$ cat src/rtl/ils_pkg.sv
package ils_pkg;

  // Store geometry.
  localparam int CAPACITY = 64;
  localparam int IDX_W    = (CAPACITY > 1) ? $clog2(CAPACITY) : 1;
  localparam int LEN_W    = $clog2(CAPACITY + 1);
  localparam int DATA_W   = 32;
  localparam int OP_W     = 3;
  localparam int POS_W    = 8;
  localparam int ST_W     = 2;

  // Requested operation codes.
  typedef enum logic [OP_W-1:0] {
    OP_ADD_HEAD = 3'd0,
    OP_ADD_TAIL = 3'd1,
    OP_INSERT   = 3'd2,
    OP_READ     = 3'd3,
    OP_DELETE   = 3'd4,
    OP_DUMP     = 3'd5
  } op_t;

  // Result status codes.
  typedef enum logic [ST_W-1:0] {
    ST_OK    = 2'd0,
    ST_RANGE = 2'd1,
    ST_FULL  = 2'd2,
    ST_EMPTY = 2'd3
  } status_t;

  // Command broadcast along the row of cells.
  typedef enum logic [1:0] {
    CELL_HOLD   = 2'd0,
    CELL_INSERT = 2'd1,
    CELL_DELETE = 2'd2,
    CELL_ROTATE = 2'd3
  } cell_op_t;

  typedef struct packed {
    cell_op_t          op;
    logic [IDX_W-1:0]  pos;
    logic [IDX_W-1:0]  rot_last;
    logic [DATA_W-1:0] value;
  } cell_cmd_t;

  // One result as it waits in the output queue.
  typedef struct packed {
    logic [DATA_W-1:0] value;
    status_t           status;
    logic [LEN_W-1:0]  length;
    logic              last;
  } result_t;

  // Sequencer states.
  typedef enum logic {
    S_IDLE,
    S_ROTATE
  } seq_state_t;

endpackage

$ cat src/rtl/ils_out_queue.sv
module ils_out_queue (
  input  logic               clk,
  input  logic               rst,
  input  logic               push,
  input  ils_pkg::result_t   push_data,
  output logic               can_push,
  output logic               out_valid,
  input  logic               out_ready,
  output ils_pkg::result_t   out_data
);
  import ils_pkg::*;

  result_t    slots [2];
  logic       wr_ptr;
  logic       rd_ptr;
  logic [1:0] count;
  logic       pop;

  assign out_valid = (count != 2'd0);
  assign pop       = out_valid && out_ready;
  assign can_push  = (count != 2'd2) || pop;
  assign out_data  = slots[rd_ptr];

  // Pointers and fill count of the two-entry result queue.
  always_ff @(posedge clk) begin
    if (rst) begin
      wr_ptr <= 1'b0;
      rd_ptr <= 1'b0;
      count  <= 2'd0;
    end else begin
      if (push) begin
        wr_ptr <= ~wr_ptr;
      end
      if (pop) begin
        rd_ptr <= ~rd_ptr;
      end
      case ({push, pop})
        2'b10:   count <= count + 2'd1;
        2'b01:   count <= count - 2'd1;
        default: count <= count;
      endcase
    end
  end

  // Result storage.
  always_ff @(posedge clk) begin
    if (push) begin
      slots[wr_ptr] <= push_data;
    end
  end

endmodule

$ cat config.mk
export PLATFORM = sky130hd
export DESIGN_NAME = ils_out_queue
export DESIGN_NICKNAME = d
export VERILOG_FILES = /design/src/rtl/ils_pkg.sv /design/src/rtl/ils_out_queue.sv
export SDC_FILE = /design/constraint.sdc
export NUM_CORES = 1
export LEC_CHECK = 0
export BUFFER_PORTS_ARGS = -buffer_cell sky130_fd_sc_hd__buf_2
export CORE_ASPECT_RATIO = 0.9
export CORE_MARGIN = 1.5
export CORE_UTILIZATION = 50
export CTS_CLUSTER_DIAMETER = 50
export DETAILED_ROUTE_END_ITERATION = 10
export PLACE_DENSITY = 0.75
export SLEW_MARGIN = 25
export SYNTH_ARGS = -nofsm -noshare
export SYNTH_HDL_FRONTEND = slang
export SYNTH_SLANG_ARGS = --single-unit
$ cat constraint.sdc
create_clock -name clk -period 3.3 [get_ports clk]
set_input_delay 0.165 -clock clk [delete_from_list [all_inputs] [get_ports clk]]
set_output_delay 0.165 -clock clk [all_outputs]
set_load 0.05 [all_outputs]
==> results.txt <==
* Met3 routed WL: around 280 um
* Critical path's slowest cell: sky130_fd_sc_hd__dfxtp_4
- The initialized floorplan defines 27 standard-cell rows.
* Run status: finished, final reports clean
- The share of total power dissipated in sequential elements is 44.9%.
- The clock passes through at most 2 buffers.
* Number of antenna violations at the first check in global routing: 0
- Fin Hold WS: 20.77 ps
* Instance area at placement: ~3800 um2
- After detailed routing, the average wire length per cell comes to 14.67 um.
* Number of distinct standard cells referenced by the synthesized netlist: 17
- Setup Skew: between 6 and 7 ps
- Net switching is 35.07% of the power.
- Via count: 1793
- The mapped netlist covers 3233 um2.
- The clock reaches the later pin of the worst-skew pair after 340 ps.
* Setup repair after global routing missed its margin: false
- Core outline area: between 6000 and 7000 um2
- # nets final: 333
* Synthesized area per cell: 20.86 um2
- The first global-routing pass estimated approximately 8300 um of wire.
- Total leakage power: 1.636 nW
- Total met2 wirelength after detailed routing: 2789 um
- Most common cell after layout, fill and taps aside: sky130_fd_sc_hd__buf_2
- The final layout contains routed wiring with a total length of 5547 um.
- For this run, design rule violations remaining after detail routing come to 0.
* Average vias per placed instance: 4.743
- Global routing used 16.30% of the available tracks.
- Placement Setup Slack: around 1500 ps
* Initial core utilization: a little over half
* Max-cap check violation count: 0
* HPWL Detailed: 3221 um
- For this block, wires on met1 add up to 2418 um.
* Number of instances in the synthesized netlist: between 150 and 200
* Max rail drop VDD: 0.0004533 V
- The Yosys step of the flow raised 0 warnings.
- The number of nets handed over by synthesis was 202.
- Overall power consumption after layout is estimated at 3.201 mW.
- The hold violation total from the final report came to 0.
- Worst slew margin: 58.11%
* Most frequent cells in the layout: 89 x sky130_fd_sc_hd__buf_2, 84 x sky130_fd_sc_hd__edfxtp_1, 42 x sky130_fd_sc_hd__mux2_2, 34 x sky130_fd_sc_hd__dlygate4sd3_1, 9 x sky130_fd_sc_hd__clkbuf_8
- The total count of max-transition violations in the final report is 0.
* Post-synthesis sequential element count: 89
* Clock transition at the register clock pins on the worst setup and hold paths after CTS: 80 ps
* Count of final setup violators: 0
* DIE WIDTH: 87.76 um
* Part of the total power dissipated in the clock network: about a quarter
* Type of element capturing the critical path: primary output
- Data arrives at the worst endpoint at 1710 ps.
* Fmax: 532.2 MHz
- For this design, the CTS-stage hold fixing added 29 buffers.
- Walking the worst path, the cells encountered are mux2_2, buf_2.
- Number of top-level pins: 90
* Layout cells sized above 1: 51.55%
- The number of antenna diodes in the final layout is 0.
* Hold Crit Class: in2reg
- At the pin with the least slew margin, the transition time is roughly 630 ps.
* Number of sinks handled by clock tree synthesis: 89
- Counting the buffers created by CTS gives 9.
* Internal power summed over all cells: 2.078 mW
- CTS tree: done
* Part of the Yosys area used for sequential elements: between 80% and 90%
- Detailed-routing iteration count for the pre-antenna-repair pass: 4
* Start-to-end type of the worst setup path: reg2out
* Area added between synthesis and finish: 34.68%
- Number of gates resized after CTS: 0
- Crit path buffers/inverters: 1
- STA classifies the critical path startpoint as a register.
* Final Wtd Congestion: approximately 0.68
- In this run the top signal layer used is met4.
* CTS HTree Levels: 3
- Count of antenna-violating nets left after detailed routing: 0
- Power per cell area: 735.1 nW/um2
- Entering global routing, the biggest net connects 43 pins.
- Iter 0 DRT Violations: 93
- Remaining global-route overflow: 0
* Largest stage delay on the critical path: 730 ps
- The die covers 6958 um2.
* Worst Path Max Fanout: between 40 and 50
* Cell family contributing the most delay on the critical path: flip-flops
* Vias in the first global route: 1783
- Post-layout minimum cycle time: 1879 ps
- The filler cells instantiated in the layout total 428.
- Adding up every negative setup slack in the final design gives 0 ps.
* Fin crit share: 56.94%
- In this run the clock root is driven by a sky130_fd_sc_hd__clkbuf_8.
- The worst path meets setup with 1421 ps of slack.
- Required time at the worst-slack endpoint: approximately 3100 ps
* Sw Pwr: 1.122 mW
- The die is a little under 80 um tall.
- The number of setup buffers added after CTS is 0.
- Per report_power, the combinational group accounts for 30.9% of the total.
* PortBufs: between 80 and 90
- Post-Layout Inst Area: between 4000 and 5000 um2
-- power groups by stage --
stage	sequential (mW)	combinational (mW)	clock, mW
floorplan	1.38	0.842	0
global placement	1.46	0.949	0
detailed placement	1.46	0.954	0
CTS	1.44	0.989	0.793
global route	1.45	1.04	0.836
finish	1.44	0.988	0.777
-- final cells by class --
cell class | count | area, um2 | share of cell area, %
inverter | 1 | 3.754 | 0.08621
tap | 87 | 108.9 | 2.500
timing repair buffer | 125 | 813.3 | 18.68
clock inverter | 6 | 82.58 | 1.897
sequential | 89 | 2626 | 60.32
clock buffer | 10 | 127.6 | 2.931
multi-input combinational | 60 | 591.8 | 13.59
-- Yosys cell counts --
library cell | instances | area, um2
sky130_fd_sc_hd__edfxtp_1 | 84 | 2522
sky130_fd_sc_hd__mux2_2 | 42 | 473.0
sky130_fd_sc_hd__nor2_1 | 6 | 22.52
sky130_fd_sc_hd__dfxtp_1 | 5 | 100.1
sky130_fd_sc_hd__buf_2 | 4 | 20.02
sky130_fd_sc_hd__xnor2_1 | 3 | 26.28
sky130_fd_sc_hd__a21oi_1 | 1 | 5.000
sky130_fd_sc_hd__and2_1 | 1 | 6.260
sky130_fd_sc_hd__clkbuf_1 | 1 | 3.750
sky130_fd_sc_hd__ha_1 | 1 | 12.51
sky130_fd_sc_hd__inv_1 | 1 | 3.750
sky130_fd_sc_hd__nand2_1 | 1 | 3.750
sky130_fd_sc_hd__o21a_1 | 1 | 7.510
sky130_fd_sc_hd__o21ai_0 | 1 | 5.000
sky130_fd_sc_hd__or2_2 | 1 | 6.260
sky130_fd_sc_hd__or3_1 | 1 | 6.260
sky130_fd_sc_hd__xor2_1 | 1 | 8.760
-- per-layer routing --
metal	vias to the layer above	global-route usage (%)
li1	859	-
met1	872	21.08
met2	57	25.50
met3	5	4.262
met4	0	8.095
met5	-	0
-- state kept, by name, summed over array words and instances (netlist names), named ones only --
| register | flops |
|---|---|
| wr_ptr | 1 |
| count | 2 |
| slots | 84 |
| rd_ptr | 1 |
-- worst paths after layout --
| check | cells after the start | slack [ps] | end | start |
|---|---|---|---|---|
| setup / recovery | 2 | 1420 | out_data[31] | register |
| hold / removal | 1 | 20 | slots[1][36] | push_data[36] |
| setup reg to reg | 2 | 1660 | slots[0][25] | wr_ptr |
| hold reg to reg | 2 | 520 | rd_ptr | rd_ptr |
-- metrics by stage --
step | util, % | cells
3_5_place_dp | 61.16 | 327
5_1_grt | 70.43 | 378
3_3_place_gp | 61.16 | 327
6_report | 70.43 | 378
4_1_cts | 69.26 | 372
2_1_floorplan | - | 155
-- cells by family (layout without fill, tap and decap cells) --
family	Yosys count	count (layout)	synth area share [%]
DFF	89	89	81.11
muxes	42	42	14.63
and+or+nand+nor	10	10	1.393
buffers and inverters	6	142	0.8512
xor gates and xnor gates	4	4	1.084
AOI/OAI and AO/OA	3	3	0.5416
adders and majority gates	1	1	0.3869
(Power assumes the default switching activity.)
