===== config.mk =====
export PLATFORM = sky130hd
export DESIGN_NAME = ils_seq
export DESIGN_NICKNAME = d
export VERILOG_FILES = /design/src/rtl/ils_pkg.sv /design/src/rtl/ils_seq.sv
export SDC_FILE = /design/constraint.sdc
export NUM_CORES = 1
export LEC_CHECK = 0
export ABC_CLOCK_PERIOD_IN_PS = 3670
export BUFFER_PORTS_ARGS = -buffer_cell sky130_fd_sc_hd__buf_4
export CAP_MARGIN = 10
export CORE_MARGIN = 5
export CORE_UTILIZATION = 40
export CTS_BUF_LIST = sky130_fd_sc_hd__clkbuf_4 sky130_fd_sc_hd__clkbuf_8 sky130_fd_sc_hd__clkbuf_16
export DETAILED_ROUTE_END_ITERATION = 8
export GPL_TIMING_DRIVEN = 0
export PLACE_DENSITY_LB_ADDON = 0.08
export SYNTH_ARGS = -nofsm -noshare
export SYNTH_HDL_FRONTEND = slang
export SYNTH_SLANG_ARGS = --single-unit

===== constraint.sdc =====
create_clock -name clk -period 3.67 [get_ports clk]
set_input_delay 0.5505 -clock clk [delete_from_list [all_inputs] [get_ports clk]]
set_output_delay 0.5505 -clock clk [all_outputs]
set_load 0.05 [all_outputs]

===== src/rtl/ils_pkg.sv =====
package ils_pkg;

  // Store geometry.
  localparam int CAPACITY = 64;
  localparam int IDX_W    = (CAPACITY > 1) ? $clog2(CAPACITY) : 1;
  localparam int LEN_W    = $clog2(CAPACITY + 1);
  localparam int DATA_W   = 32;
  localparam int OP_W     = 3;
  localparam int POS_W    = 8;
  localparam int ST_W     = 2;

  // Requested operation codes.
  typedef enum logic [OP_W-1:0] {
    OP_ADD_HEAD = 3'd0,
    OP_ADD_TAIL = 3'd1,
    OP_INSERT   = 3'd2,
    OP_READ     = 3'd3,
    OP_DELETE   = 3'd4,
    OP_DUMP     = 3'd5
  } op_t;

  // Result status codes.
  typedef enum logic [ST_W-1:0] {
    ST_OK    = 2'd0,
    ST_RANGE = 2'd1,
    ST_FULL  = 2'd2,
    ST_EMPTY = 2'd3
  } status_t;

  // Command broadcast along the row of cells.
  typedef enum logic [1:0] {
    CELL_HOLD   = 2'd0,
    CELL_INSERT = 2'd1,
    CELL_DELETE = 2'd2,
    CELL_ROTATE = 2'd3
  } cell_op_t;

  typedef struct packed {
    cell_op_t          op;
    logic [IDX_W-1:0]  pos;
    logic [IDX_W-1:0]  rot_last;
    logic [DATA_W-1:0] value;
  } cell_cmd_t;

  // One result as it waits in the output queue.
  typedef struct packed {
    logic [DATA_W-1:0] value;
    status_t           status;
    logic [LEN_W-1:0]  length;
    logic              last;
  } result_t;

  // Sequencer states.
  typedef enum logic {
    S_IDLE,
    S_ROTATE
  } seq_state_t;

endpackage


===== src/rtl/ils_seq.sv =====
module ils_seq (
  input  logic                       clk,
  input  logic                       rst,
  input  logic                       in_valid,
  input  logic [ils_pkg::OP_W-1:0]   in_op,
  input  logic [ils_pkg::POS_W-1:0]  in_position,
  input  logic [ils_pkg::DATA_W-1:0] in_value,
  output logic                       in_ready,
  input  logic [ils_pkg::DATA_W-1:0] head,
  input  logic                       can_push,
  output ils_pkg::cell_cmd_t         cmd,
  output logic                       push,
  output ils_pkg::result_t           res
);
  import ils_pkg::*;

  localparam int CMP_W = (LEN_W > POS_W) ? LEN_W : POS_W;

  seq_state_t       state, state_next;
  logic [LEN_W-1:0] length, length_next;
  logic [IDX_W-1:0] step, step_next;
  logic [IDX_W-1:0] target, target_next;
  logic             dump_mode, dump_mode_next;

  logic [CMP_W-1:0] pos_ext;
  logic [CMP_W-1:0] len_ext;
  logic [CMP_W-1:0] ins_pos;
  logic [IDX_W-1:0] rot_last;
  logic             full;

  assign pos_ext  = CMP_W'(in_position);
  assign len_ext  = CMP_W'(length);
  assign rot_last = IDX_W'(length - 1'b1);
  assign full     = (length == LEN_W'(CAPACITY));

  // Position at which an insert lands, by operation.
  always_comb begin
    case (op_t'(in_op))
      OP_ADD_HEAD: ins_pos = '0;
      OP_ADD_TAIL: ins_pos = len_ext;
      default:     ins_pos = pos_ext;
    endcase
  end

  // Next state, cell command and result.
  always_comb begin
    state_next     = state;
    length_next    = length;
    step_next      = step;
    target_next    = target;
    dump_mode_next = dump_mode;
    in_ready       = 1'b0;
    cmd.op         = CELL_HOLD;
    cmd.pos        = IDX_W'(ins_pos);
    cmd.rot_last   = rot_last;
    cmd.value      = in_value;
    push           = 1'b0;
    res.value      = '0;
    res.status     = ST_OK;
    res.length     = length;
    res.last       = 1'b1;

    case (state)
      S_IDLE: begin
        in_ready = can_push;
        if (in_valid && can_push) begin
          case (op_t'(in_op))
            OP_ADD_HEAD, OP_ADD_TAIL, OP_INSERT: begin
              push = 1'b1;
              if (ins_pos > len_ext) begin
                res.status = ST_RANGE;
              end else if (full) begin
                res.status = ST_FULL;
              end else begin
                cmd.op      = CELL_INSERT;
                length_next = length + 1'b1;
                res.length  = length + 1'b1;
              end
            end
            OP_READ: begin
              if (pos_ext < len_ext) begin
                state_next     = S_ROTATE;
                step_next      = '0;
                target_next    = IDX_W'(in_position);
                dump_mode_next = 1'b0;
              end else begin
                push       = 1'b1;
                res.status = ST_RANGE;
              end
            end
            OP_DELETE: begin
              push = 1'b1;
              if (pos_ext < len_ext) begin
                cmd.op      = CELL_DELETE;
                cmd.pos     = IDX_W'(in_position);
                length_next = length - 1'b1;
                res.length  = length - 1'b1;
              end else begin
                res.status = ST_RANGE;
              end
            end
            OP_DUMP: begin
              if (length == '0) begin
                push       = 1'b1;
                res.status = ST_EMPTY;
              end else begin
                state_next     = S_ROTATE;
                step_next      = '0;
                dump_mode_next = 1'b1;
              end
            end
            default: begin
              push       = 1'b1;
              res.status = ST_RANGE;
            end
          endcase
        end
      end
      S_ROTATE: begin
        // Head shows entry step; the row turns by one each cycle that can_push is set.
        if (can_push) begin
          cmd.op    = CELL_ROTATE;
          step_next = step + 1'b1;
          res.value = head;
          if (dump_mode) begin
            push     = 1'b1;
            res.last = (step == rot_last);
          end else if (step == target) begin
            push = 1'b1;
          end
          if (step == rot_last) begin
            state_next = S_IDLE;
          end
        end
      end
      default: begin
        state_next = S_IDLE;
      end
    endcase
  end

  // Control registers.
  always_ff @(posedge clk) begin
    if (rst) begin
      state  <= S_IDLE;
      length <= '0;
    end else begin
      state  <= state_next;
      length <= length_next;
    end
  end

  // Walk registers.
  always_ff @(posedge clk) begin
    step      <= step_next;
    target    <= target_next;
    dump_mode <= dump_mode_next;
  end

endmodule


==> out/metrics.cfg <==
[place]
pre_cts_slack_ps = -331
post-dp-hpwl_mm = 7.58
gp_congestion = 0.884
port-buffer-count = 133

[final_layout]
area_growth_pct = 64.6
fillers = 573
fin_nets = 578
diodes = 0
layout-drive-gt1-share = 0.505
register_area_um2 = 552
multiInputGateArea_um2 = 1900
utilization = 0.672

[pwr]
ir_drop_mv = 0.131
total_power_uw = 844
p_switching_uw = 335
p_leak_nw = 2.06
power_frac_seq = 0.303
comb_power_share = 0.503
p_clk_frac = 0.194
switching_share = 0.397
p_per_area_nw_per_um2 = 200
intPower_uw = 509

[sta]
tightestPinTransition_ps = 543
setup_violations = 0
fin_crit_sh = 0.995
whs_ps = 490
slew_headroom = 0.635
rsz0062_at_grt = true
finalHoldViolCount = 0
setup_ws_ps = 19.0
period_minus_slack_ps = 3650
drv_slew = 0
fin_setup_tns_ps = 0
clock_skew_ps = 5.33
fmax_ghz = 0.274

[hold_path]
holdCritPathClass = in2reg
worstHoldStart = in_position[0]

[route]
antenna_left = 0
firstDrtPassIters = 4
via_per_inst = 5.34
drt-initial-drc-count = 110
routed_wl_mm = 9.51
wl_per_cell_um = 17.0
num_vias = 2981
drc = 0

[setup_path]
critPathArrivalTime_ps = 3100
cp_slowest_stage_delay_ps = 500
cp_max_fo = 6
crit_path_start = in_op[1]
startpoint_type = primary input
crit_chain = buf_12 -> or2_4 -> clkbuf_16 -> nand2_4 -> o21ai_2 -> ha_1 -> nor2b_4 -> o211ai_1 -> a211oi_4 -> or2_4 -> buf_6 -> nand2_2 -> a21oi_2 -> o31a_1 -> buf_6
crit_type = in2out
worstPathRequired_ps = 3120
cpMaxStageDelayCell = a211oi_4
worstReg2RegStart = length[1]$_SDFFE_PP0P_
end_kind = output pin

[synthesis]
synth_top_cell_by_area = edfxtp_1
synth_common_cells = and3_1, buf_4, nand2_1
synthesis.area_um2 = 2560
synthFlopType = edfxtp_1
async_flop_share = 0
synthCells = 330
synth_edf_count = 13
ys_ff_latch = 21
synth_nets = 426
synthSimpleGateAreaFrac = 0.297
synth_compound_area_frac = 0.156
yosys_warnings = 0
synth_area_leaders = edfxtp_1, buf_4, and3_1
synth-adder-area-share = 0.0869
post_synth.cell_area_avg_um2 = 7.77
yosysTopAreaCellShare = 0.152
synth.most_common_cell = and3_1
yosysUniqueCellTypes = 55
synth_xor_area_frac = 0.0683
synthMuxAreaShare = 0.0122
yosysSeqAreaShare = 0.215
synth_top_family_by_area = simple AND/OR/NAND/NOR gates

[run_status]
status = finished clean

[global_routing]
met1_usage = 0.255
grt.overflow.total = 0
use_met2 = 0.395
use_met3 = 0.0501
grt_pass1_vias = 2867
grt_usage = 0.219
antenna_found_initial = 0
grt_pass1_wl_mm = 15.0
grt_max_degree = 12
busiest_layer = met2

[die]
core_um2 = 6280
ios = 169
die_x_um = 90.1
row_count = 29
initial_core_util = 0.408
die_height_um = 90.1
design.die.area_um2 = 8110

[clocking]
insertion_delay_ps = 260
hold_buffers = 0
ctsLongestPathBuffers = 2
clk_transition_reported_paths_ps = 70
h-tree-depth = 1
cts_tree = yes
clockRootBuffer = clkbuf_8
cts_sinks = 21
cts_made_buffers = 3

[run]
maxCapViolCount = 0

## worst max-delay path, delay by kind of cell
family | cells | cell delay, ps
compound gates | 5 | 940
simple gates | 5 | 760
buf+inv | 4 | 530
fa+ha+maj | 1 | 300
## through the flow
stage               std cells  area, um^2
floorplan                 330        2680
global placement          540        3770
detailed placement        540        3770
CTS                       548        3980
global route              558        4220
finish                    558        4220
## area by class of cell
| cell class | count | area share |
|---|---|---|
| repair buffers | 147 | 0.275 |
| plain buffers | 54 | 0.0946 |
| flip-flops and latches | 21 | 0.131 |
| multi-input cells | 238 | 0.450 |
| clock buffers | 4 | 0.0116 |
| inverters | 17 | 0.0151 |
| well taps | 77 | 0.0228 |
## cell usage in the layout (no fill, tap or decap), drive strengths merged, types with 3 or more instances in the layout
cell	instances
clkbuf	16
ha	17
a31oi	3
nor3b	3
xor2	9
inv	17
nand3	10
xnor2	11
nor2b	8
nand4	4
a21o	4
and2	5
o21ai	24
nor2	15
a211oi	3
nand2	30
nand2b	3
nor3	10
dfxtp	8
nor4	3
edfxtp	13
a21oi	15
and4	3
buf	189
and3	37
## power by group through the flow
stage	registers (mW)	logic (mW)	clock network, mW
3_3_place_gp	0.261	0.366	0
6_report	0.255	0.425	0.164
5_1_grt	0.256	0.450	0.175
2_1_floorplan	0.260	0.251	0
4_1_cts	0.255	0.390	0.164
3_5_place_dp	0.261	0.369	0
## flip-flops by register name (all words and copies together), names as in the netlist
register   count
length         7
target         6
dump_mode      1
state          1
step           6
## path summary, 6_finish.rpt
check	slack (ps)	cells after the start	end
worst max-delay path	20	15	res[8]
worst min register to register	640	2	length[6]$_SDFFE_PP0P_
worst min-delay path	490	1	target[0]$_DFFE_PP_
worst max register to register	900	10	length[0]$_SDFFE_PP0P_
## timing repair
item,CTS,global route
buffers inserted,4,10
resized for setup,27,36
cloned,0,1
setup endpoints to repair,9,9
pin swaps,13,17
## per-layer routing
metal  part of all wire  wire length (um)
met5                  0                 0
met3              0.077               734
met4              0.021               195
met1               0.38              3640
met2               0.52              4940
## kinds of logic (layout without fill, tap and decap cells)
group | Yosys count | after routing
adders and majority gates | 18 | 18
DFF | 21 | 21
and+or+nand+nor | 135 | 135
buffers and inverters | 71 | 222
xor gates and xnor gates | 20 | 20
muxes | 3 | 3
AOI/OAI and AO/OA | 62 | 62
Note: power is estimated with default switching activity, not from simulation.
