File: src/rtl/ils_pkg.sv
package ils_pkg;

  // Store geometry.
  localparam int CAPACITY = 64;
  localparam int IDX_W    = (CAPACITY > 1) ? $clog2(CAPACITY) : 1;
  localparam int LEN_W    = $clog2(CAPACITY + 1);
  localparam int DATA_W   = 32;
  localparam int OP_W     = 3;
  localparam int POS_W    = 8;
  localparam int ST_W     = 2;

  // Requested operation codes.
  typedef enum logic [OP_W-1:0] {
    OP_ADD_HEAD = 3'd0,
    OP_ADD_TAIL = 3'd1,
    OP_INSERT   = 3'd2,
    OP_READ     = 3'd3,
    OP_DELETE   = 3'd4,
    OP_DUMP     = 3'd5
  } op_t;

  // Result status codes.
  typedef enum logic [ST_W-1:0] {
    ST_OK    = 2'd0,
    ST_RANGE = 2'd1,
    ST_FULL  = 2'd2,
    ST_EMPTY = 2'd3
  } status_t;

  // Command broadcast along the row of cells.
  typedef enum logic [1:0] {
    CELL_HOLD   = 2'd0,
    CELL_INSERT = 2'd1,
    CELL_DELETE = 2'd2,
    CELL_ROTATE = 2'd3
  } cell_op_t;

  typedef struct packed {
    cell_op_t          op;
    logic [IDX_W-1:0]  pos;
    logic [IDX_W-1:0]  rot_last;
    logic [DATA_W-1:0] value;
  } cell_cmd_t;

  // One result as it waits in the output queue.
  typedef struct packed {
    logic [DATA_W-1:0] value;
    status_t           status;
    logic [LEN_W-1:0]  length;
    logic              last;
  } result_t;

  // Sequencer states.
  typedef enum logic {
    S_IDLE,
    S_ROTATE
  } seq_state_t;

endpackage

File: src/rtl/ils_cell.sv
module ils_cell (
  input  logic                      clk,
  input  ils_pkg::cell_cmd_t        cmd,
  input  logic [ils_pkg::IDX_W-1:0] idx,
  input  logic [ils_pkg::DATA_W-1:0] left,
  input  logic [ils_pkg::DATA_W-1:0] right,
  input  logic [ils_pkg::DATA_W-1:0] head,
  output logic [ils_pkg::DATA_W-1:0] entry
);
  import ils_pkg::*;

  logic [DATA_W-1:0] entry_next;

  // Each cell decides from its own index whether to hold, take a neighbour or take new data.
  always_comb begin
    entry_next = entry;
    case (cmd.op)
      CELL_INSERT: begin
        if (idx > cmd.pos) begin
          entry_next = left;
        end else if (idx == cmd.pos) begin
          entry_next = cmd.value;
        end
      end
      CELL_DELETE: begin
        if (idx >= cmd.pos) begin
          entry_next = right;
        end
      end
      CELL_ROTATE: begin
        // The last occupied cell takes the head so the sequence wraps round.
        entry_next = (idx == cmd.rot_last) ? head : right;
      end
      default: begin
        entry_next = entry;
      end
    endcase
  end

  always_ff @(posedge clk) begin
    entry <= entry_next;
  end

endmodule

File: config.mk
export PLATFORM = sky130hd
export DESIGN_NAME = ils_cell
export DESIGN_NICKNAME = d
export VERILOG_FILES = /design/src/rtl/ils_pkg.sv /design/src/rtl/ils_cell.sv
export SDC_FILE = /design/constraint.sdc
export NUM_CORES = 1
export LEC_CHECK = 0
export BUFFER_PORTS_ARGS = -buffer_cell sky130_fd_sc_hd__buf_2
export CORE_MARGIN = 2
export CORE_UTILIZATION = 44
export DETAILED_ROUTE_END_ITERATION = 8
export HOLD_SLACK_MARGIN = 0.05
export PLACE_DENSITY = 0.92
export SYNTH_ARGS = -nofsm -noshare
export SYNTH_HDL_FRONTEND = slang
export SYNTH_SLANG_ARGS = --single-unit
File: constraint.sdc
create_clock -name clk -period 3.8 [get_ports clk]
set_input_delay 0.19 -clock clk [delete_from_list [all_inputs] [get_ports clk]]
set_output_delay 0.19 -clock clk [all_outputs]
set_load 0.02 [all_outputs]
==> results by group, run 1 <==
Synth
  – Synth top area share: 0.398
  – Area leader, netlist: edfxtp_1
  – Asr flop ratio synth: 0
  – Adder-cell share of the synthesized area: 0.0311
  – Synth area leaders: edfxtp_1 (40%), nor2b_1 (16%), o221a_1 (14%)
  – Synth Area in Simple Gates: 0.196
  – Commonest cells in the synthesized netlist: nor2b_1 (62), edfxtp_1 (32), mux2i_1 (32), o221a_1 (30), clkbuf_1 (7)
  – Number of synthesized flops with an enable pin: 32
  – Compound-Gate Fraction of Synth Area: 0.171
  – Cell variety after synth: 28
  – Syn. warnings: 0
  – Seq/Total Area, Yosys: 0.398
  – Syn_nets: 370
  – Post-synthesis mux area share: 0.133
  – Largest family of logic cells by synthesized area: simple AND/OR/NAND/NOR gates
  – Synthesized area per cell: 11.2 sq um
  – Cell area after synthesis: 0.00242 sq mm
  – Synth Instances: 215
  – Synth Area in XOR/XNOR: 0.0217
  – Most frequent cell after synthesis: nor2b_1
  – Main synth FF type: edfxtp_1
  – FF+latch count, synth: 32

Detailed routing
  – Vias: 2346
  – Average wire per standard cell: 14.6 um
  – DR pass1 iterations: 4
  – DRC Markers: 0
  – Initial drt markers: 68
  – Total routed wirelength: 6680 um
  – Antenna violation net count after detailed routing: 0
  – Vias/cell: 5.11

Setup path
  – Crit. End Element: flop
  – Critical path launch point: cmd[40]
  – CP Class: in -> reg
  – Worst setup SP type: input pin
  – Worst path arrival time: 2.35 ns
  – Highest net fanout along the worst path: 31
  – WP data required: 3.94 ns
  – Crit path to: entry[0]

Placed design
  – Port bufs: 180
  – Placer Congestion: 0.820
  – Placed cells: 452

Floorplanning
  – Die height: 78.1 um
  – Row cnt: 26
  – Io pins: 181
  – Die W: 78.1 um
  – Die Area: 0.00610 sq mm
  – Core area: 0.00520 sq mm
  – Initial Utilization: 0.464

Pwr
  – Power Density: 325 mW/mm^2
  – Leak: 1.47 nW
  – Total power: 0.00111 W
  – Peak supply drop: 0.000149 V

Clock network
  – Post CTS Setup Buffer Count: 0
  – H-tree depth: 2
  – Post-CTS Hold Fix Bufs: 0
  – CTS sink cnt: 32
  – CTS clk-pin slew, worst paths: 0.06 ns
  – Post-cts resize count: 0
  – Clock buffer depth: 2
  – CTS buffer count: 5
  – Clock root cell: clkbuf_8
  – TritonCTS clock tree: done

Global route
  – GRT overflow: 0
  – First-pass GRT wire length: 10200 um
  – Pin count of the biggest net entering global routing: 69
  – GR Util All Layers: 0.212
  – Vias in the first global route: 2248
  – Initial antenna violation count: 0

STA
  – Min cycle time layout: 2.21 ns
  – Highest clock rate: 0.453 GHz
  – WHS: 0.248 ns
  – Final setup violation count: 0
  – Unrepaired setup endpoints after global routing: false
  – Slew of the pin with the lowest slew margin: 1.07 ns
  – Setup total negative slack: 0 ns
  – Rel. slew slack: 0.290
  – Final Hold Fails: 0
  – Fin. max-slew vios: 0
  – Tcrit/Tclk final: 0.581

Final layout
  – FILL cells: 427
  – Regs by FF count: entry (32)
  – N_diodes: 0
  – Nets@finish: 544
  – Layout area overhead: 41.4%
  – Largest Register: entry
  – Non-Filler Instances: 459
  – Max reg flops: 32
  – Share of layout cells above drive strength 1: 0.496

Run status
  – Outcome: completed

Run
  – Max Cap Viol: 0

Min path
  – Min-Delay Path Class: in -> reg
[cells in the final DEF, fill, tap and decap left out, drive strengths merged]
master	n
o21bai	1
edfxtp	32
nand4	1
xnor2	3
o31ai	1
nor4	1
a31oi	2
inv	6
mux2i	32
nor2b	62
o221a	31
o21ai	1
or3	1
a32oi	1
buf	184
nand3b	2
nand2	2
nor2	2
a21oi	4
clkbuf	5
xor2	3
nor3b	1
clkinv	2
ha	6
nand3	3
[how the worst min path moves through the flow]
stage,startpoint,to,cells after the start
floorplan,left[0],entry[0],1
global placement,left[7],entry[7],2
detailed placement,left[3],entry[3],2
CTS,left[2],entry[2],2
global route,left[24],entry[24],2
finish,left[12],entry[12],2
[final cells by class]
cell class	count	area (sq um)	area share
inverter	6	22.5	0.00659
multi-input combinational	160	1340	0.392
clock inverter	2	7.51	0.00220
tap	70	87.6	0.0256
clock buffer	5	68.8	0.0201
timing repair buffer	184	931	0.272
sequential	32	961	0.281
[kinds of logic after synthesis]
family,count (synthesis)
buf+inv,23
flops,32
xor+xnor,6
mux,32
compound gates,41
simple gates,75
fa+ha+maj,6
[report_power, final]
part,switching [W],total (W),leakage [nW],internal (W)
registers,0.0000158,0.000487,0.314,0.000471
logic,0.000220,0.000389,1.12,0.000169
clock network,0.000114,0.000235,0.0391,0.000121
[critical path, stage by stage]
cell	delay, ns
buf_2	0.08
inv_1	0.03
ha_1	0.31
a21oi_1	0.24
a21oi_2	0.11
nor2_1	0.18
or3_1	0.84
o221a_1	0.36
[stage by stage]
step,setup slack [ns],utilization,area [sq um]
finish,1.59,0.657,3420
global route,1.41,0.657,3420
CTS,1.59,0.657,3420
detailed placement,1.30,0.642,3340
global placement,1.39,0.642,3340
floorplan,1.70,-,2420
[metal layers]
metal  global-route usage  vias up  part of all wire  routed length, um
met4               0.0772        0             0.026                172
met2                0.387      120              0.51               3390
met1                0.240     1047              0.39               2610
li1                     -     1163                 -                  -
met5                    0        -                 0                  0
met3               0.0483       16             0.076                508
(Power assumes the default switching activity.)
==> run 2, diff against run 1 <==
Settings changed: ABC_AREA set to 1, CORE_UTILIZATION 44 to 43, PLACE_DENSITY 0.92 to 0.87.
Clock period 3.8 ns to 2.3 ns, I/O delays scaled along.
==> results by group, run 2 <==
Run status
  – Outcome: completed (unchanged)

Detailed routing
  – Average wire per standard cell: 14.4 um (was 14.6 um)
  – Vias/cell: 5.25 (was 5.11)
  – Vias: 3289 (was 2346)
  – DRC Markers: 0 (unchanged)
  – Initial drt markers: 205 (was 68)
  – DR pass1 iterations: 4 (unchanged)
  – Antenna violation net count after detailed routing: 0 (unchanged)
  – Total routed wirelength: 9040 um (was 6680 um)

Synth
  – Cell variety after synth: 24 (was 28)
  – Synthesized area per cell: 7.09 sq um (was 11.2 sq um)
  – Asr flop ratio synth: 0 (unchanged)
  – Number of synthesized flops with an enable pin: 32 (unchanged)
  – Syn_nets: 536 (was 370)
  – Most frequent cell after synthesis: nand3_1 (was nor2b_1)
  – Area leader, netlist: edfxtp_1 (unchanged)
  – Synth Instances: 381 (was 215)
  – Seq/Total Area, Yosys: 0.356 (was 0.398)
  – Adder-cell share of the synthesized area: 0.0278 (was 0.0311)
  – Main synth FF type: edfxtp_1 (unchanged)
  – Post-synthesis mux area share: 0 (was 0.133)
  – Compound-Gate Fraction of Synth Area: 0.00509 (was 0.171)
  – Commonest cells in the synthesized netlist: nand3_1 (128), inv_1 (84), nand2_1 (57), edfxtp_1 (32), nand4_1 (32) (was nor2b_1 (62), edfxtp_1 (32), mux2i_1 (32), o221a_1 (30), clkbuf_1 (7))
  – Synth Area in XOR/XNOR: 0.00324 (was 0.0217)
  – Cell area after synthesis: 0.00270 sq mm (was 0.00242 sq mm)
  – Syn. warnings: 0 (unchanged)
  – FF+latch count, synth: 32 (unchanged)
  – Synth Area in Simple Gates: 0.422 (was 0.196)
  – Synth area leaders: edfxtp_1 (36%), nand3_1 (24%), inv_1 (12%) (was edfxtp_1 (40%), nor2b_1 (16%), o221a_1 (14%))
  – Synth top area share: 0.356 (was 0.398)
  – Largest family of logic cells by synthesized area: simple AND/OR/NAND/NOR gates (unchanged)

STA
  – Min cycle time layout: 1.67 ns
  – Final Hold Fails: 0 (unchanged)
  – Setup total negative slack: 0 ns (unchanged)
  – Unrepaired setup endpoints after global routing: false (unchanged)
  – Highest clock rate: 0.599 GHz
  – Slew of the pin with the lowest slew margin: 1.06 ns (was 1.07 ns)
  – Final setup violation count: 0 (unchanged)
  – Worst Slack Setup Final: 0.631 ns (was 1.59 ns)
  – Rel. slew slack: 0.293 (was 0.290)
  – Tcrit/Tclk final: 0.726
  – Fin. max-slew vios: 0 (unchanged)

Floorplanning
  – Die W: 83.3 um (was 78.1 um)
  – Core area: 0.00599 sq mm (was 0.00520 sq mm)
  – Io pins: 181 (unchanged)
  – Initial Utilization: 0.451 (was 0.464)
  – Die Area: 0.00694 sq mm (was 0.00610 sq mm)
  – Row cnt: 28 (was 26)
  – Die height: 83.3 um (was 78.1 um)

Clock network
  – TritonCTS clock tree: done (unchanged)
  – CTS clk-pin slew, worst paths: 0.07 ns (was 0.06 ns)
  – H-tree depth: 2 (unchanged)
  – Clock root cell: clkbuf_8 (unchanged)
  – Post CTS Setup Buffer Count: 0 (unchanged)
  – Clock buffer depth: 2 (unchanged)
  – Post-cts resize count: 0 (unchanged)
  – Post-CTS Hold Fix Bufs: 0 (unchanged)
  – CTS buffer count: 5 (unchanged)
  – CTS sink cnt: 32 (unchanged)

Setup path
  – Worst path arrival time: 1.68 ns (was 2.35 ns)
  – Critical path launch point: cmd[43] (was cmd[40])
  – Highest net fanout along the worst path: 32 (was 31)
  – WP data required: 2.31 ns (was 3.94 ns)
  – CP Class: in -> reg (unchanged)
  – Worst setup SP type: input pin (unchanged)
  – Crit. End Element: flop (unchanged)

Run
  – Max Cap Viol: 0 (unchanged)

Pwr
  – Power Density: 560 mW/mm^2 (was 325 mW/mm^2)
  – Peak supply drop: 0.000379 V (was 0.000149 V)
  – Leak: 2.13 nW (was 1.47 nW)

Min path
  – Hold path cells: 3 (was 2)
  – WHS Endpoint: entry[15] (was entry[12])
  – Worst Min Path Start: right[15] (was left[12])
  – Min-Delay Path Class: in -> reg (unchanged)

Placed design
  – Port bufs: 180 (unchanged)
  – Placer Congestion: 1.01 (was 0.820)
  – Placed cells: 619 (was 452)
  – Post-Place Worst Slack: 0.373 ns (was 1.30 ns)
  – HPWL after DPL: 6900 um

Global route
  – First-pass GRT wire length: 14700 um (was 10200 um)
  – Pin count of the biggest net entering global routing: 33 (was 69)
  – GRT overflow: 0 (unchanged)
  – Initial antenna violation count: 0 (unchanged)
  – Vias in the first global route: 3215 (was 2248)
  – GR Util All Layers: 0.258 (was 0.212)

Final layout
  – Largest Register: entry (unchanged)
  – Non-Filler Instances: 627 (was 459)
  – FILL cells: 565 (was 427)
  – N_diodes: 0 (unchanged)
  – Layout area overhead: 37.3% (was 41.4%)
  – Share of layout cells above drive strength 1: 0.375 (was 0.496)
  – Nets@finish: 706 (was 544)
  – Commonest cells after routing, fill and taps aside: buf_2 (180), nand3_1 (128), inv_1 (84), nand2_1 (57) (was buf_2 (180), nor2b_1 (62), mux2i_1 (32), edfxtp_1 (32), o221a_1 (30))
  – Max reg flops: 32 (unchanged)
  – Regs by FF count: entry (32) (unchanged)
  – Commonest non-fill, non-tap cell in the layout: buf_2 (unchanged)
[run 2: changes by cell type after synthesis, moves of 3 or more]
cell      before  now
xnor2_1        3    0
clkbuf_1       7    2
buf_1          0    4
buf_2          6   13
inv_1          6   84
nand2_1        2   57
nor2b_1       62    0
nand4_1        1   32
buf_6          3    6
mux2i_1       32    0
o221a_1       30    0
nand3_1        3  128
[run 2: worst max-delay path by stage]
stage                end  slack [ns]
6_report       entry[30]        0.63
5_1_grt        entry[17]        0.46
4_1_cts         entry[0]        0.65
3_5_place_dp    entry[5]        0.37
3_3_place_gp   entry[17]        0.42
2_1_floorplan   entry[0]         0.1
[run 2: final cells by class]
type	count	area (sq um)	share of cell area
clock buffers	6	72.6	0.0196
clock inverters	2	35.0	0.00944
inverters	85	319	0.0860
multi-input cells	235	1240	0.334
flip-flops and latches	32	961	0.259
well taps	75	93.8	0.0253
repair buffers	192	991	0.267
[run 2: cells by family after synthesis]
group / after synthesis
AO/OA/AOI/OAI: 2
XOR/XNOR: 1
adder cells (fa/ha/maj): 6
buffers and inverters: 114
flip-flops: 32
AND/OR/NAND/NOR: 226
[run 2: per-stage QoR]
| stage | hold slack (ns) | area (sq um) | utilization | power (W) |
|---|---|---|---|---|
| global placement | 0.437 | 3600 | 0.601 | 0.00154 |
| CTS | 0.147 | 3710 | 0.619 | 0.00209 |
| floorplan | 0.349 | 2700 | - | 0.00127 |
| detailed placement | 0.441 | 3600 | 0.601 | 0.00156 |
| global route | 0.163 | 3710 | 0.619 | 0.00219 |
| finish | 0.154 | 3710 | 0.619 | 0.00208 |
[run 2: critical path, cell delays in order]
cell	delay, ns
buf_2	0.08
inv_1	0.03
ha_1	0.29
a21oi_1	0.24
nand3_4	0.23
nand2_4	0.36
nand2_1	0.11
nand3_1	0.10
nand3_1	0.11
[run 2: routing by layer]
layer | up-vias | global-route usage | share of wire
li1 | 1611 | - | -
met3 | 18 | 0.0497 | 0.092
met2 | 196 | 0.466 | 0.49
met1 | 1464 | 0.301 | 0.39
met5 | - | 0 | 0
met4 | 0 | 0.0939 | 0.024
[run 2: power breakdown]
part           internal, W  switching, W  leakage (nW)  total [W]
Combinational     0.000273      0.000473          1.77   0.000746
Clock             0.000321      0.000205        0.0552   0.000526
Sequential        0.000775     0.0000294         0.308   0.000805
Total              0.00137      0.000707          2.13    0.00208
==> run 3, diff against run 2 <==
Settings changed: ABC_AREA 1 to 0, CORE_UTILIZATION 43 to 37, PLACE_DENSITY 0.87 to 0.83.
Clock period 2.3 ns to 1.5 ns, I/O delays scaled along.
==> results by group, run 3 (synthesis results as in run 1) <==
Detailed routing
  – Vias: 2456 (was 3289)
  – Total routed wirelength: 7390 um (was 9040 um)
  – Average wire per standard cell: 14.8 um (was 14.4 um)
  – Initial drt markers: 71 (was 205)
  – DRC Markers: 0 (unchanged)
  – Vias/cell: 4.93 (was 5.25)
  – DR pass1 iterations: 4 (unchanged)
  – Antenna violation net count after detailed routing: 0 (unchanged)

Setup path
  – Worst setup SP type: input pin (unchanged)
  – Critical-path cell list: buf_8 > inv_12 > ha_4 > nand3b_1 > a21oi_2 > nor2_2 > or3_4 > buf_6 > o221a_1 (was buf_2 > inv_1 > ha_1 > a21oi_1 > nand3_4 > nand2_4 > nand2_1 > nand3_1 > nand3_1)
  – WP data required: 1.53 ns (was 2.31 ns)
  – CP Class: in -> reg (unchanged)
  – Highest net fanout along the worst path: 11 (was 32)
  – CP max-delay cell: or3_4 (was nand2_4)
  – Worst path arrival time: 1.67 ns (was 1.68 ns)
  – Max incr delay on CP: 0.41 ns (was 0.36 ns)
  – Crit. End Element: flop (unchanged)

Clock network
  – H-tree depth: 2 (unchanged)
  – Clock buffer depth: 2 (unchanged)
  – CTS sink cnt: 32 (unchanged)
  – CTS buffer count: 5 (unchanged)
  – TritonCTS clock tree: done (unchanged)
  – Clock root cell: clkbuf_8 (unchanged)
  – CTS clk-pin slew, worst paths: 0.06 ns (was 0.07 ns)

STA
  – Final setup violation count: 63 (was 0)
  – Rel. slew slack: 0.797 (was 0.293)
  – Slew of the pin with the lowest slew margin: 0.305 ns (was 1.06 ns)
  – Fin. max-slew vios: 0 (unchanged)
  – Tcrit/Tclk final: 1.10
  – Min cycle time layout: 1.65 ns
  – Worst Slack Setup Final: -0.148 ns (was 0.631 ns)
  – Final Hold Fails: 0 (unchanged)
  – Highest clock rate: 0.607 GHz
  – Unrepaired setup endpoints after global routing: true (was false)
  – WHS: 0.135 ns (was 0.154 ns)
  – Setup total negative slack: -6.08 ns (was 0 ns)

Global route
  – Initial antenna violation count: 0 (unchanged)
  – Pin count of the biggest net entering global routing: 41 (was 33)
  – GRT overflow: 0 (unchanged)
  – GR Util All Layers: 0.196 (was 0.258)
  – Vias in the first global route: 2541 (was 3215)
  – First-pass GRT wire length: 11200 um (was 14700 um)

Floorplanning
  – Die W: 84.8 um (was 83.3 um)
  – Core area: 0.00635 sq mm (was 0.00599 sq mm)
  – Row cnt: 29 (was 28)
  – Io pins: 181 (unchanged)
  – Die Area: 0.00720 sq mm (was 0.00694 sq mm)
  – Die height: 84.8 um (was 83.3 um)
  – Initial Utilization: 0.381 (was 0.451)

Pwr
  – Peak supply drop: 0.000496 V (was 0.000379 V)
  – Leak: 1.69 nW (was 2.13 nW)
  – Total power: 0.00301 W (was 0.00208 W)
  – Power Density: 769 mW/mm^2 (was 560 mW/mm^2)

Placed design
  – HPWL after DPL: 5720 um (was 6900 um)
  – Placer Congestion: 0.858 (was 1.01)
  – Port bufs: 180 (unchanged)
  – Placed cells: 480 (was 619)

Final layout
  – Non-Filler Instances: 498 (was 627)
  – Largest Register: entry (unchanged)
  – Commonest cells after routing, fill and taps aside: buf_2 (177), nor2b_1 (62), edfxtp_1 (32), mux2i_1 (30), o221a_1 (30) (was buf_2 (180), nand3_1 (128), inv_1 (84), nand2_1 (57))
  – Max reg flops: 32 (unchanged)
  – Layout area overhead: 61.7% (was 37.3%)
  – Nets@finish: 576 (was 706)
  – FILL cells: 559 (was 565)
  – Regs by FF count: entry (32) (unchanged)
  – Layout Utilization: 0.616 (was 0.619)
  – Share of layout cells above drive strength 1: 0.577 (was 0.375)
  – Commonest non-fill, non-tap cell in the layout: buf_2 (unchanged)
  – N_diodes: 0 (unchanged)

Run
  – Max Cap Viol: 0 (unchanged)

Run status
  – Failing checks: negative setup slack
  – Outcome: complete, but fails checks (was completed)

Min path
  – Min-Delay Path Class: in -> reg (unchanged)
==> run 3: cell count changes in the layout (fill, tap and decap cells not counted), sizes merged, moves of 3 or more <==
cell	before	now
nand4	33	1
mux2i	0	32
buf	192	216
nand3	130	3
nor2b	0	62
inv	85	6
o221a	0	31
xnor2	0	3
a21oi	1	4
nand2	58	2
==> run 3: worst paths after layout <==
path / start / endpoint / slack, ns / depth (start not counted)
max: cmd[40] / entry[22] / -0.15 / 9
min: left[12] / entry[12] / 0.14 / 2
==> run 3: power breakdown <==
| group | switching [W] | total [W] | internal, W |
|---|---|---|---|
| clock | 0.000304 | 0.000619 | 0.000315 |
| sequential | 0.0000365 | 0.00123 | 0.00119 |
| combinational | 0.000602 | 0.00116 | 0.000557 |
| total | 0.000942 | 0.00301 | 0.00206 |
==> run 3: final cells by class <==
cell class                      instances  area, sq um  area share
Timing Repair Buffer                  216         1300       0.332
Inverter                                6         37.5     0.00960
Multi-Input combinational cell        160         1440       0.368
Clock inverter                          1         5.00     0.00128
Clock buffer                            6         72.6      0.0186
Sequential cell                        32          961       0.246
Tap cell                               77         96.3      0.0246
==> run 3: worst max-delay path: cells and delay by family <==
family | cells | cell delay [ns]
fa+ha+maj | 1 | 0.26
simple gates | 3 | 0.60
compound gates | 2 | 0.45
buf+inv | 3 | 0.29
==> run 3: per-layer routing <==
metal	share of wire	track usage
met3	0.060	0.0438
met4	0.010	0.0519
met2	0.54	0.387
met5	0	0
met1	0.39	0.206
==> run 3: metrics by stage <==
step	area, sq um	worst slack, ns
after floorplan	2510	-0.198
after global placement	3640	-0.382
after detailed placement	3640	-0.436
after CTS	3820	-0.0606
after global routing	3910	-0.195
final	3910	-0.148
==> run 3: what timing repair did <==
| item | in CTS | in global routing |
|---|---|---|
| gates resized for setup | 15 | 11 |
| pin swaps | 1 | 8 |
| cloned | 2 | 2 |
| hold buffers | 0 | 0 |
| setup buffers | 2 | 5 |
| endpoints found under the hold margin | 0 | 0 |
| setup endpoints to repair | 31 | 64 |
